===== config.mk =====
export PLATFORM = sky130hd
export DESIGN_NAME = shot_gate_heat_jam_controller_core
export DESIGN_NICKNAME = d
export VERILOG_FILES = /design/src/sv/shotgate_pkg.sv /design/src/sv/shotgate_cfg.sv /design/src/sv/shotgate_core.sv /design/src/sv/shot_gate_heat_jam_controller_core.sv
export VERILOG_INCLUDE_DIRS = /design/src /design/src/sv
export SDC_FILE = /design/constraint.sdc
export NUM_CORES = 1
export LEC_CHECK = 0
export BUFFER_PORTS_ARGS = -buffer_cell sky130_fd_sc_hd__buf_2
export CORE_MARGIN = 5
export CORE_UTILIZATION = 54
export CTS_CLUSTER_DIAMETER = 50
export DETAILED_ROUTE_END_ITERATION = 6
export GPL_TIMING_DRIVEN = 0
export PLACE_DENSITY = 0.73
export SKIP_CTS_REPAIR_TIMING = 1
export SLEW_MARGIN = 10
export SYNTH_ARGS = -nofsm -noshare
export SYNTH_HDL_FRONTEND = slang
export SYNTH_SLANG_ARGS = --single-unit

===== constraint.sdc =====
create_clock -name clk -period 7 [get_ports clk]
set_input_delay 0.7 -clock clk [delete_from_list [all_inputs] [get_ports clk]]
set_output_delay 0.7 -clock clk [all_outputs]
set_load 0.005 [all_outputs]

===== src/sv/shot_gate_heat_jam_controller_core_macros.svh =====
// Assertion macros for the shot gate core.
// Each macro expects clk and rst_n in scope.
`ifndef SHOT_GATE_HEAT_JAM_CONTROLLER_CORE_MACROS_SVH
`define SHOT_GATE_HEAT_JAM_CONTROLLER_CORE_MACROS_SVH

`ifndef NO_ASSERTIONS
// Same-cycle implication
`define SG_ASSERT_IMP(label, cond, prop) \
    label: assert property (@(posedge clk) disable iff (!rst_n) (cond) |-> (prop)) \
        else $error("shot gate check failed");
// Next-cycle implication
`define SG_ASSERT_NXT(label, cond, prop) \
    label: assert property (@(posedge clk) disable iff (!rst_n) (cond) |=> (prop)) \
        else $error("shot gate check failed");
`else
`define SG_ASSERT_IMP(label, cond, prop)
`define SG_ASSERT_NXT(label, cond, prop)
`endif

`endif


===== src/sv/shotgate_pkg.sv =====
`timescale 1ns / 1ps
package shotgate_pkg;

    // Fire mode codes
    localparam logic [1:0] MODE_CONT   = 2'd0;
    localparam logic [1:0] MODE_SINGLE = 2'd1;
    localparam logic [1:0] MODE_TRIPLE = 2'd2;

    // Register indexes
    localparam int unsigned CFG_IDX_W = 3;
    localparam logic [CFG_IDX_W-1:0] REG_FIRE_MODE     = 3'd0;
    localparam logic [CFG_IDX_W-1:0] REG_HEAT_PER_SHOT = 3'd1;
    localparam logic [CFG_IDX_W-1:0] REG_FEED_STEP     = 3'd2;
    localparam logic [CFG_IDX_W-1:0] REG_MIN_FLYWHEEL  = 3'd3;
    localparam logic [CFG_IDX_W-1:0] REG_JAM_THRESHOLD = 3'd4;
    localparam logic [CFG_IDX_W-1:0] REG_JAM_LIMIT     = 3'd5;
    localparam logic [CFG_IDX_W-1:0] REG_REVERSE_ANGLE = 3'd6;
    localparam logic [CFG_IDX_W-1:0] REG_RECOVERY      = 3'd7;
    localparam int unsigned CFG_DATA_W = 16;

    // Register reset values
    localparam logic [7:0]  RST_HEAT_PER_SHOT = 8'd10;
    localparam logic [15:0] RST_FEED_STEP     = 16'd8192;
    localparam logic [9:0]  RST_MIN_FLYWHEEL  = 10'd11;
    localparam logic [14:0] RST_JAM_THRESHOLD = 15'd7777;
    localparam logic [15:0] RST_JAM_LIMIT     = 16'd111;
    localparam logic [15:0] RST_REVERSE_ANGLE = 16'd3000;
    localparam logic [15:0] RST_RECOVERY      = 16'd1000;

    // Rest times per mode
    localparam logic [9:0] REST_FREE        = 10'd100;
    localparam logic [9:0] REST_FREE_TRIPLE = 10'd600;
    localparam logic [9:0] REST_HEAT        = 10'd300;
    localparam logic [9:0] REST_HEAT_TRIPLE = 10'd900;

    localparam logic [15:0] STRAIN_MAX = 16'hFFFF;

    // Stream word widths
    localparam int unsigned IN_DATA_W  = 144;
    localparam int unsigned OUT_DATA_W = 48;

    typedef struct packed {
        logic [1:0]  fire_mode;
        logic [7:0]  heat_per_shot;
        logic [15:0] feed_step_angle;
        logic [9:0]  min_flywheel_speed;
        logic [14:0] jam_drive_threshold;
        logic [15:0] jam_count_limit;
        logic [15:0] reverse_angle;
        logic [15:0] recovery_ticks;
    } cfg_t;

    typedef struct packed {
        logic [31:0]        now_tick;
        logic [15:0]        heat_level;
        logic [15:0]        heat_cap;
        logic               heat_unlimited;
        logic signed [15:0] flywheel_speed;
        logic [7:0]         fire_request;
        logic signed [31:0] feeder_angle;
        logic signed [15:0] speed_loop_out;
    } item_t;

    typedef struct packed {
        logic signed [31:0] angle_target;
        logic [7:0]         request_left;
        logic               over_heat;
        logic               jammed;
        logic               feed_stopped;
        logic               shot_issued;
    } result_t;

    // Magnitude of a signed 16-bit value
    function automatic logic [15:0] mag16(input logic signed [15:0] v);
        logic [15:0] r;
        r = v[15] ? 16'(-v) : 16'(v);
        return r;
    endfunction

endpackage


===== src/sv/shotgate_cfg.sv =====
`timescale 1ns / 1ps
module shotgate_cfg (
    input  logic                                 clk,
    input  logic                                 rst_n,
    input  logic                                 wr_en,
    input  logic [shotgate_pkg::CFG_IDX_W-1:0]   wr_index,
    input  logic [shotgate_pkg::CFG_DATA_W-1:0]  wr_data,
    output shotgate_pkg::cfg_t                   cfg
);

    shotgate_pkg::cfg_t cfg_reg;
    shotgate_pkg::cfg_t cfg_next;

    // Decode the write into the register set
    always_comb
    begin
        cfg_next = cfg_reg;
        if (wr_en)
        begin
            unique case (wr_index)
                shotgate_pkg::REG_FIRE_MODE:     cfg_next.fire_mode = wr_data[1:0];
                shotgate_pkg::REG_HEAT_PER_SHOT: cfg_next.heat_per_shot = wr_data[7:0];
                shotgate_pkg::REG_FEED_STEP:     cfg_next.feed_step_angle = wr_data;
                shotgate_pkg::REG_MIN_FLYWHEEL:  cfg_next.min_flywheel_speed = wr_data[9:0];
                shotgate_pkg::REG_JAM_THRESHOLD: cfg_next.jam_drive_threshold = wr_data[14:0];
                shotgate_pkg::REG_JAM_LIMIT:     cfg_next.jam_count_limit = wr_data;
                shotgate_pkg::REG_REVERSE_ANGLE: cfg_next.reverse_angle = wr_data;
                shotgate_pkg::REG_RECOVERY:      cfg_next.recovery_ticks = wr_data;
                default:                         cfg_next = cfg_reg;
            endcase
        end
    end

    always_ff @(posedge clk or negedge rst_n)
    begin
        if (!rst_n)
        begin
            cfg_reg.fire_mode           <= shotgate_pkg::MODE_CONT;
            cfg_reg.heat_per_shot       <= shotgate_pkg::RST_HEAT_PER_SHOT;
            cfg_reg.feed_step_angle     <= shotgate_pkg::RST_FEED_STEP;
            cfg_reg.min_flywheel_speed  <= shotgate_pkg::RST_MIN_FLYWHEEL;
            cfg_reg.jam_drive_threshold <= shotgate_pkg::RST_JAM_THRESHOLD;
            cfg_reg.jam_count_limit     <= shotgate_pkg::RST_JAM_LIMIT;
            cfg_reg.reverse_angle       <= shotgate_pkg::RST_REVERSE_ANGLE;
            cfg_reg.recovery_ticks      <= shotgate_pkg::RST_RECOVERY;
        end
        else
        begin
            cfg_reg <= cfg_next;
        end
    end

    assign cfg = cfg_reg;

endmodule


===== src/sv/shotgate_core.sv =====
`timescale 1ns / 1ps
`include "shot_gate_heat_jam_controller_core_macros.svh"
module shotgate_core (
    input  logic                    clk,
    input  logic                    rst_n,
    input  logic                    advance,
    input  shotgate_pkg::cfg_t      cfg,
    input  shotgate_pkg::item_t     item,
    output shotgate_pkg::result_t   result
);

    // Controller state
    logic [31:0] last_shot_reg, last_shot_next;
    logic [9:0]  rest_reg, rest_next;
    logic        heat_block_reg, heat_block_next;
    logic        stop_reg, stop_next;
    logic        jam_reg, jam_next;
    logic        recovering_reg, recovering_next;
    logic [15:0] strain_reg, strain_next;
    logic [31:0] deadline_reg, deadline_next;
    logic [31:0] setpoint_reg, setpoint_next;

    logic        triple;
    logic [9:0]  heat_add;
    logic [16:0] heat_sum;
    logic [15:0] fly_mag;
    logic [15:0] drive_mag;
    logic [31:0] recover_diff;
    logic [31:0] since_shot;
    logic [17:0] step_total;
    logic [7:0]  req_next;
    logic        gate_open;
    logic        shot;

    assign triple    = (cfg.fire_mode == shotgate_pkg::MODE_TRIPLE);
    assign heat_add  = triple ? ({2'b00, cfg.heat_per_shot} + {1'b0, cfg.heat_per_shot, 1'b0})
                              : {2'b00, cfg.heat_per_shot};
    assign heat_sum  = {1'b0, item.heat_level} + {7'd0, heat_add};
    assign fly_mag   = shotgate_pkg::mag16(item.flywheel_speed);
    assign drive_mag = shotgate_pkg::mag16(item.speed_loop_out);
    assign recover_diff = item.now_tick - deadline_reg;
    assign since_shot   = item.now_tick - last_shot_reg;
    assign step_total   = triple ? ({2'b00, cfg.feed_step_angle}
                                    + {1'b0, cfg.feed_step_angle, 1'b0})
                                 : {2'b00, cfg.feed_step_angle};

    // Heat check, jam check and fire gate for one tick
    always_comb
    begin
        last_shot_next  = last_shot_reg;
        rest_next       = rest_reg;
        heat_block_next = heat_block_reg;
        stop_next       = stop_reg;
        jam_next        = jam_reg;
        recovering_next = recovering_reg;
        strain_next     = strain_reg;
        deadline_next   = deadline_reg;
        setpoint_next   = setpoint_reg;
        req_next        = item.fire_request;
        gate_open       = 1'b0;
        shot            = 1'b0;

        // Pick rest time and predict heat
        if (item.heat_unlimited)
        begin
            if (cfg.fire_mode == shotgate_pkg::MODE_CONT
                || cfg.fire_mode == shotgate_pkg::MODE_SINGLE)
                rest_next = shotgate_pkg::REST_FREE;
            else if (triple)
                rest_next = shotgate_pkg::REST_FREE_TRIPLE;
        end
        else
        begin
            if (cfg.fire_mode == shotgate_pkg::MODE_CONT
                || cfg.fire_mode == shotgate_pkg::MODE_SINGLE)
                rest_next = shotgate_pkg::REST_HEAT;
            else if (triple)
                rest_next = shotgate_pkg::REST_HEAT_TRIPLE;
            heat_block_next = (heat_sum >= {1'b0, item.heat_cap});
        end

        // Track strain, declare jam and run recovery
        if (jam_reg)
        begin
            if (recovering_reg)
            begin
                if (recover_diff != 32'd0 && !recover_diff[31])
                begin
                    jam_next        = 1'b0;
                    strain_next     = 16'd0;
                    recovering_next = 1'b0;
                end
            end
            else
            begin
                setpoint_next   = item.feeder_angle + {16'd0, cfg.reverse_angle};
                deadline_next   = item.now_tick + {16'd0, cfg.recovery_ticks};
                recovering_next = 1'b1;
            end
        end
        else if (!stop_reg)
        begin
            if (drive_mag > {1'b0, cfg.jam_drive_threshold}
                && strain_reg != shotgate_pkg::STRAIN_MAX)
                strain_next = strain_reg + 16'd1;
            if (strain_next > cfg.jam_count_limit)
                jam_next = 1'b1;
        end

        // Gate the feeder on flywheel speed, rest time, fire request and heat block
        if (fly_mag < {6'd0, cfg.min_flywheel_speed})
        begin
            stop_next     = 1'b1;
            jam_next      = 1'b0;
            setpoint_next = item.feeder_angle;
        end
        else
        begin
            stop_next = 1'b0;
            gate_open = (since_shot >= {22'd0, rest_next}) && (item.fire_request != 8'd0)
                        && !heat_block_next;
            if (gate_open)
            begin
                if (cfg.fire_mode == shotgate_pkg::MODE_CONT)
                begin
                    shot = 1'b1;
                    if (item.fire_request > 8'd1)
                        req_next = 8'd0;
                end
                else if (cfg.fire_mode == shotgate_pkg::MODE_SINGLE || triple)
                begin
                    shot     = 1'b1;
                    req_next = 8'd0;
                end
                if (shot)
                    setpoint_next = setpoint_next + {14'd0, step_total};
                last_shot_next = item.now_tick;
            end
        end
    end

    // Commit state when the tick moves on
    always_ff @(posedge clk or negedge rst_n)
    begin
        if (!rst_n)
        begin
            last_shot_reg  <= '0;
            rest_reg       <= '0;
            heat_block_reg <= 1'b0;
            stop_reg       <= 1'b0;
            jam_reg        <= 1'b0;
            recovering_reg <= 1'b0;
            strain_reg     <= '0;
            deadline_reg   <= '0;
            setpoint_reg   <= '0;
        end
        else if (advance)
        begin
            last_shot_reg  <= last_shot_next;
            rest_reg       <= rest_next;
            heat_block_reg <= heat_block_next;
            stop_reg       <= stop_next;
            jam_reg        <= jam_next;
            recovering_reg <= recovering_next;
            strain_reg     <= strain_next;
            deadline_reg   <= deadline_next;
            setpoint_reg   <= setpoint_next;
        end
    end

    assign result.angle_target = setpoint_next;
    assign result.request_left = req_next;
    assign result.over_heat    = heat_block_next;
    assign result.jammed       = jam_next || recovering_next;
    assign result.feed_stopped = stop_next;
    assign result.shot_issued  = shot;

    // A shot needs a spinning flywheel and no heat block
    `SG_ASSERT_IMP(a_shot_clear, shot, !stop_next && !heat_block_next)
    // A shot stamps its own time
    `SG_ASSERT_NXT(a_shot_time, advance && shot, last_shot_reg == $past(item.now_tick))
    // State holds while no tick moves
    `SG_ASSERT_NXT(a_hold, !advance, $stable(setpoint_reg) && $stable(strain_reg))
    // A slow flywheel follows the measured angle
    `SG_ASSERT_NXT(a_slow_follow, advance && stop_next,
                   setpoint_reg == $past(item.feeder_angle) && !jam_reg)

endmodule


===== src/sv/shot_gate_heat_jam_controller_core.sv =====
`timescale 1ns / 1ps
// Shot gate controller: one control tick per input word, one result word per tick.
// A new word is taken every clock cycle while the output is not stalled; each result word
// passes through the input register and then the result register, with the single
// pass of heat, jam and gate logic between those registers. Controller state
// lives in the core and moves on only as a tick passes into the result register, so a
// stalled output holds the whole chain. Configuration writes take effect in the next
// cycle; cfg_ready is always high.
module shot_gate_heat_jam_controller_core (
    input  logic                                  clk,
    input  logic                                  rst_n,
    // now_tick[31:0], heat_level[47:32], heat_cap[63:48], heat_unlimited[64],
    // flywheel_speed[80:65], fire_request[88:81], feeder_angle[120:89],
    // speed_loop_out[136:121], zero fill[143:137]
    input  logic [shotgate_pkg::IN_DATA_W-1:0]    s_tdata,
    input  logic                                  s_tvalid,
    output logic                                  s_tready,
    // angle_target[31:0], request_left[39:32], over_heat[40], jammed[41],
    // feed_stopped[42], shot_issued[43], zero fill[47:44]
    output logic [shotgate_pkg::OUT_DATA_W-1:0]   m_tdata,
    output logic                                  m_tvalid,
    input  logic                                  m_tready,
    input  logic                                  cfg_valid,
    output logic                                  cfg_ready,
    input  logic [shotgate_pkg::CFG_IDX_W-1:0]    cfg_index,
    input  logic [shotgate_pkg::CFG_DATA_W-1:0]   cfg_data
);

    shotgate_pkg::cfg_t    cfg;
    shotgate_pkg::item_t   in_reg, in_next;
    shotgate_pkg::result_t result;
    shotgate_pkg::result_t out_reg;
    logic                  in_valid_reg, in_valid_next;
    logic                  out_valid_reg, out_valid_next;
    logic                  advance;
    logic                  s_accept;

    assign cfg_ready = 1'b1;
    assign advance   = in_valid_reg && (!out_valid_reg || m_tready);
    assign s_tready  = !in_valid_reg || advance;
    assign s_accept  = s_tvalid && s_tready;

    shotgate_cfg u_cfg (
        .clk      (clk),
        .rst_n    (rst_n),
        .wr_en    (cfg_valid),
        .wr_index (cfg_index),
        .wr_data  (cfg_data),
        .cfg      (cfg)
    );

    shotgate_core u_core (
        .clk     (clk),
        .rst_n   (rst_n),
        .advance (advance),
        .cfg     (cfg),
        .item    (in_reg),
        .result  (result)
    );

    // Unpack the input word
    always_comb
    begin
        in_next.now_tick       = s_tdata[31:0];
        in_next.heat_level     = s_tdata[47:32];
        in_next.heat_cap       = s_tdata[63:48];
        in_next.heat_unlimited = s_tdata[64];
        in_next.flywheel_speed = s_tdata[80:65];
        in_next.fire_request   = s_tdata[88:81];
        in_next.feeder_angle   = s_tdata[120:89];
        in_next.speed_loop_out = s_tdata[136:121];
    end

    // Valid flags of both stages
    always_comb
    begin
        in_valid_next = in_valid_reg;
        if (s_accept)
            in_valid_next = 1'b1;
        else if (advance)
            in_valid_next = 1'b0;
        out_valid_next = out_valid_reg;
        if (advance)
            out_valid_next = 1'b1;
        else if (m_tready)
            out_valid_next = 1'b0;
    end

    always_ff @(posedge clk or negedge rst_n)
    begin
        if (!rst_n)
        begin
            in_valid_reg  <= 1'b0;
            out_valid_reg <= 1'b0;
        end
        else
        begin
            in_valid_reg  <= in_valid_next;
            out_valid_reg <= out_valid_next;
        end
    end

    // Load input and result payloads
    always_ff @(posedge clk)
    begin
        if (s_accept)
            in_reg <= in_next;
        if (advance)
            out_reg <= result;
    end

    assign m_tvalid = out_valid_reg;
    assign m_tdata  = {4'd0, out_reg.shot_issued, out_reg.feed_stopped, out_reg.jammed,
                       out_reg.over_heat, out_reg.request_left, out_reg.angle_target};

endmodule


# --- After elaboration in Yosys (flattened, before gate mapping) ---
# Index checks and enable logic that the tools add are counted.
word_totals:
  ff_bits: 408
  input_bits: 168
  elab_cells: 142
classes:
  n_addsub: 11
  order_cmp: 6
  eq_ne: 13
  muxes: 43
  n_bitwise: 3
  reduce_logical: 33
op_table:
  columns: ["cell", "count"]
  rows:
  - ["32-bit 2-to-1 mux", 5]
  - ["16-bit 2-to-1 mux", 9]
  - ["32-bit by 16-bit adder with 32-bit output", 2]
  - ["32-bit subtractor", 2]
  - ["10-bit 2-to-1 mux", 6]
  - ["8-bit 2-to-1 mux", 5]
  - ["32-bit by 18-bit adder with 32-bit output", 1]
  - ["32-bit by 10-bit >= comparator with 1-bit output", 1]
  - ["16-bit negation", 2]
  - ["32-bit nonzero test", 1]
  - ["16-bit by 17-bit adder with 18-bit output", 1]
  - ["18-bit 2-to-1 mux", 1]
  - ["16-bit by 10-bit adder with 17-bit output", 1]
  - ["17-bit by 16-bit >= comparator with 1-bit output", 1]
  - ["1-bit 2-to-1 mux", 17]
  - ["16-bit by 1-bit adder with 16-bit output, second input constant", 1]
  - ["16-bit by 15-bit greater-than comparator with 1-bit output", 1]
  - ["16-bit greater-than comparator", 1]
  - ["16-bit by 10-bit < comparator with 1-bit output", 1]
  - ["16-bit != test, second input constant", 1]
  - ["2-bit AND reduction", 8]
  - ["3-bit == test, second input constant", 4]
  - ["8-bit by 9-bit adder with 10-bit output", 1]
  - ["8-bit by 1-bit greater-than comparator with 1-bit output, second input constant", 1]
  - ["other kinds (16)", 35]

# --- Logic depth before layout (Yosys ltp) ---
depth:
  ltp_word: 13
  depth_mapped: 31
  ltp_nobuf: 28

# --- Cells and area by module ---
# Synthesis repeated with hierarchy kept, for this count alone.
hier_totals:
  cells_unflattened: 2744
  area_unflattened_um2: 27415.0
by_module_without_submodules:
  columns: ["module", "n_inst", "cells_each", "area_per_inst_um2", "seq_area_each_um2"]
  rows:
  - ["shotgate_core", 1, 2329, 17893.4, 3153.0]
  - ["shot_gate_heat_jam_controller_core", 1, 196, 5584.1, 5485.3]
  - ["shotgate_cfg", 1, 219, 3937.5, 2517.4]

# --- Worst setup path after synthesis ---
# Ideal clock, no wire load.
synth_path:
  kind: "reg2reg"
  startpoint: "register u_cfg.cfg_reg, in the netlist u_cfg.cfg[97]"
  endpoint: "register out_reg, in the netlist m_tdata[23], data pin"
  setup_ns: 0.270
  t_arrival_ns: 5.611
  required_time_ns: 6.730
  setup_slack_ns: 1.119
  path_stages_with_launch: 31
  n_path_buf: 4
  synth_period_minus_slack_ns: 5.881
  cell_sequence: "dfrtp_1 > inv_1 > ha_1 > clkbuf_1 > buf_1 > clkbuf_1 > nor2_1 > a21oi_1 > ha_1 > a21oi_1 > o21bai_1 > a21oi_1 > o21bai_1 > a21oi_1 > o21bai_1 > a21oi_1 > nor2b_1 > o211a_1 > nand2_1 > xnor2_1 > ha_1 > a21o_1 > a211o_1 > a22oi_1 > o211ai_1 > nor2_1 > nand2_4 > buf_6 > nor3_1 > xnor2_1 > a21oi_1"
synth_lines:
  columns: ["item", "line", "text"]
  rows:
  - ["from (decl)", "shotgate_cfg.sv:11", "shotgate_pkg::cfg_t cfg_reg;"]
  - ["from (signal assigned)", "shotgate_cfg.sv:49", "cfg_reg <= cfg_next;"]
  - ["to (signal assigned)", "shot_gate_heat_jam_controller_core.sv:109", "out_reg <= result;"]
  - ["to (decl)", "shot_gate_heat_jam_controller_core.sv:32", "shotgate_pkg::result_t out_reg;"]

# --- Worst setup path after layout ---
layout_path:
  startpoint: "register u_cfg.cfg_reg, in the netlist u_cfg.cfg[97]"
  endpoint: "register u_core.setpoint_reg[24]"
layout_via:
  elab_chain_len: 9
layout_lines:
  columns: ["item", "line", "text"]
  rows:
  - ["2-bit == test, or another cell as far along", "shotgate_core.sv:35", "assign triple = (cfg.fire_mode == shotgate_pkg::MODE_TRIPLE);"]
  - ["10-bit 2-to-1 mux, or another cell as far along", "shotgate_core.sv:36", "assign heat_add = triple ? ({2'b00, cfg.heat_per_shot} + {1'b0, cfg.heat_per_shot, 1'b0})"]
  - ["16-bit by 10-bit adder with 17-bit output, or another cell as far along", "shotgate_core.sv:38", "assign heat_sum = {1'b0, item.heat_level} + {7'd0, heat_add};"]
  - ["17-bit by 16-bit >= comparator with 1-bit output, or another cell as far along", "shotgate_core.sv:79", "heat_block_next = (heat_sum >= {1'b0, item.heat_cap});"]
  - ["1-bit 2-to-1 mux, or another cell as far along", "shotgate_core.sv:64", "if (item.heat_unlimited)"]
  - ["1-bit logical NOT, or another cell as far along", "shotgate_core.sv:121", "&& !heat_block_next;"]
  - ["1-bit logical AND / 32-bit 2-to-1 mux (equally long branches)", "shotgate_core.sv:121, shotgate_core.sv:135", null]
  - ["32-bit 2-to-1 mux *", "shotgate_core.sv:122", "if (gate_open)"]
  - ["32-bit 2-to-1 mux *", "shotgate_core.sv:111", "if (fly_mag < {6'd0, cfg.min_flywheel_speed})"]
  - ["to (signal assigned)", "shotgate_core.sv:167", "setpoint_reg <= setpoint_next;"]
  - ["to (decl)", "shotgate_core.sv:21", "logic [31:0] setpoint_reg, setpoint_next;"]
# Every way passes the cells marked *; elsewhere a longest branch is shown, timed or not. The select of a mux whose other input is x is not followed.
# A chain may end at the register's enable or synchronous reset.

==> out/metrics.cfg <==
[run_status]
status = finished with violations
failed_checks = hold timing

[min_path]
min_path_type = in -> async

[grt]
grt-ovfl-total = 0
grt_max_degree = 97
antenna_found_initial = 1
grtUsageTotal = 0.263
grt_pass1_wl_microns = 115000
first_global_vias = 21600

[floorplan]
num_rows = 81
die_w_microns = 233
die-height_microns = 233
dieArea_sq_um = 54100
ios = 219
fp.coreArea_sq_um = 49000
start_util = 0.546

[logic_synthesis]
muxShareOfSynthArea = 0.0727
synthAdderAreaFrac = 0.108
yosysSeqAreaShare = 0.417
synth_top_family_by_area = compound AO/OA/AOI/OAI gates
syn_area_sq_um = 26800
synthCells = 2711
synthArstFlopShare = 0.556
yosysMostFrequentCell = nand2_1
synth-xor-area-share = 0.0553
ys_types = 92
avgSynthCellArea_sq_um = 9.87
yosys_warnings = 0
synth-seq-cells = 408
synth-edff-count = 181
synth_compound_area_frac = 0.162
synthSimpleGateAreaFrac = 0.142
synth_top_area_cell = edfxtp_1
synthTopCellsByCount = nand2_1 (251), ha_1 (219), inv_1 (197), dfrtp_1 (195), o21ai_0 (186)
synthTopCellsByArea = edfxtp_1 (20%), dfrtp_1 (18%), ha_1 (10%)
synth_top_area_share = 0.203
synthFlopType = dfrtp_1

[power]
leakagePower_uw = 0.0133
peakVddDrop_uv = 249
p_total_uw = 11900
p_per_area_nw_per_um2 = 388

[route]
drt-vias-per-instance = 5.94
drtPass1Iterations = 6
wl_met2_microns = 34100
drc = 0
postRouteAntennaNets = 0
wire_per_inst_microns = 19.6
wirelength_met1_microns = 31600
drt_iter0_markers = 1614
finalWirelength_microns = 72400
wl_met3_microns = 4650
routed.top_layer = met5
num_vias = 21900

[clock_tree]
clock-sinks = 408
cts_max_path_buffers = 3
numCtsBuffers = 52
clkLatencyLatePin_ns = 0.62
htree_levels = 2
root_buffer = clkbuf_16
cts_tree = built
clk_pin_slew_worst_paths_ns = 0.06

[finish]
num-nets-final = 3370
area_delta_synth_final_pct = 14.4
finalInstanceArea_sq_um = 30600
multiInputGateArea_sq_um = 14500
largest_reg_flops = 137
seq_area_sq_um = 11200
nFillCells = 3968
final_util = 0.625
drive_above_1_share = 0.170

[flow_run]
maxCapViolCount = 0

[critical_path]
worstSetupEndpointType = register
cp.required_ns = 7.54
start_kind = register
reg2reg_from = u_cfg.cfg[97]
reg2reg_to = u_core.setpoint_reg[24]
reg2reg_depth = 29
critPathArrivalTime_ns = 7.08
critPathKind = reg -> reg
cp_slowest_stage_delay_ns = 0.49
crit_fanout = 10
crit_top_cell = a21oi_1
crit_slowest_cell = or4b_1
r2r_slack_ns = 0.46

[timing]
slew_headroom = 0.219
fin_ws_ns = 0.465
slew_violations = 0
post-route-period-util = 0.934
tightest_slew_ns = 1.16
hold_viol = 2
whs_ns = -0.00156
period_minus_slack_ns = 6.54
finalClockSkew_ns = 0.0272
finalSetupViolCount = 0
fmax_mhz = 153

[place]
numPortBuffers = 203
hpwl_microns = 54900
place_congestion = 0.923
postPlaceCellArea_sq_um = 28700
pre_cts_slack_ns = -1.26

==> kinds of logic after synthesis <==
| group | after synthesis |
|---|---|
| compound gates | 673 |
| other cells | 2 |
| xor+xnor | 169 |
| fa+ha+maj | 227 |
| buf+inv | 283 |
| mux | 176 |
| simple gates | 773 |
| flops | 408 |
==> worst max path at each step <==
stage	start	endpoint	cells after the start
CTS	u_cfg.cfg[97]	m_tdata[23]	30
floorplan	u_cfg.cfg[97]	m_tdata[23]	30
finish	u_cfg.cfg[97]	u_core.setpoint_reg[24]	29
detailed placement	u_cfg.cfg[97]	m_tdata[23]	30
global placement	u_cfg.cfg[97]	m_tdata[23]	30
global route	u_cfg.cfg[97]	m_tdata[31]	29
==> worst max-delay path, delay by kind of cell (launching register included) <==
| family | cells | cell delay [ns] |
|---|---|---|
| xor+xnor | 1 | 0.06 |
| buf+inv | 5 | 1.05 |
| simple gates | 7 | 1.57 |
| compound gates | 13 | 2.56 |
| flops | 1 | 0.40 |
| fa+ha+maj | 3 | 0.79 |
==> layer usage <==
| metal | global-route usage | vias to the layer above |
|---|---|---|
| li1 | - | 10400 |
| met1 | 0.358 | 10600 |
| met2 | 0.440 | 756 |
| met3 | 0.0393 | 137 |
| met4 | 0.0777 | 2 |
| met5 | 0 | - |
==> power breakdown <==
| group | internal, uW | leakage [uW] | switching (uW) | total, uW |
|---|---|---|---|---|
| Combinational | 2340 | 0.00796 | 3240 | 5580 |
| Sequential | 3160 | 0.00448 | 353 | 3510 |
| Clock | 1670 | 0.000873 | 1110 | 2780 |
==> layout make-up <==
type / count / area share
multi-input combinational: 2023 / 0.474
sequential: 408 / 0.365
clock buffer: 60 / 0.0442
timing repair buffer: 208 / 0.0374
tap: 664 / 0.0272
inverter: 197 / 0.0242
clock inverter: 38 / 0.0150
buffer: 85 / 0.0131
antenna: 1 / 0.0000818
==> stage by stage <==
stage,hold slack [ns],setup TNS (ns),cells
2_1_floorplan,0.404,0,2714
5_1_grt,0.0240,-0.0328,3683
3_3_place_gp,0.461,-52.56,3581
6_report,-0.00156,0,3684
3_5_place_dp,0.466,-70.55,3585
4_1_cts,-0.00478,-73.83,3683
==> cells in the final DEF, fill, tap and decap left out, types with 16 or more instances in the layout <==
| master | instances |
|---|---|
| xnor2_1 | 119 |
| xor2_1 | 50 |
| ha_1 | 218 |
| clkbuf_16 | 52 |
| mux2_1 | 26 |
| o211ai_1 | 23 |
| a211oi_1 | 20 |
| nor2b_1 | 39 |
| o31ai_1 | 20 |
| and3_1 | 34 |
| nand3_1 | 59 |
| a21o_1 | 52 |
| nor3_1 | 54 |
| edfxtp_1 | 181 |
| o21a_1 | 29 |
| nand2_1 | 251 |
| a21oi_1 | 166 |
| nor2_1 | 158 |
| clkbuf_1 | 69 |
| mux2_2 | 120 |
| dfrtp_1 | 195 |
| a31oi_1 | 16 |
| mux2i_1 | 30 |
| dfstp_2 | 32 |
| nand2b_1 | 31 |
| or3_1 | 20 |
| o21bai_1 | 18 |
| buf_2 | 206 |
| inv_1 | 197 |
| o21ai_0 | 186 |
| nand4_1 | 33 |
Note: power is estimated with default switching activity, not from simulation.
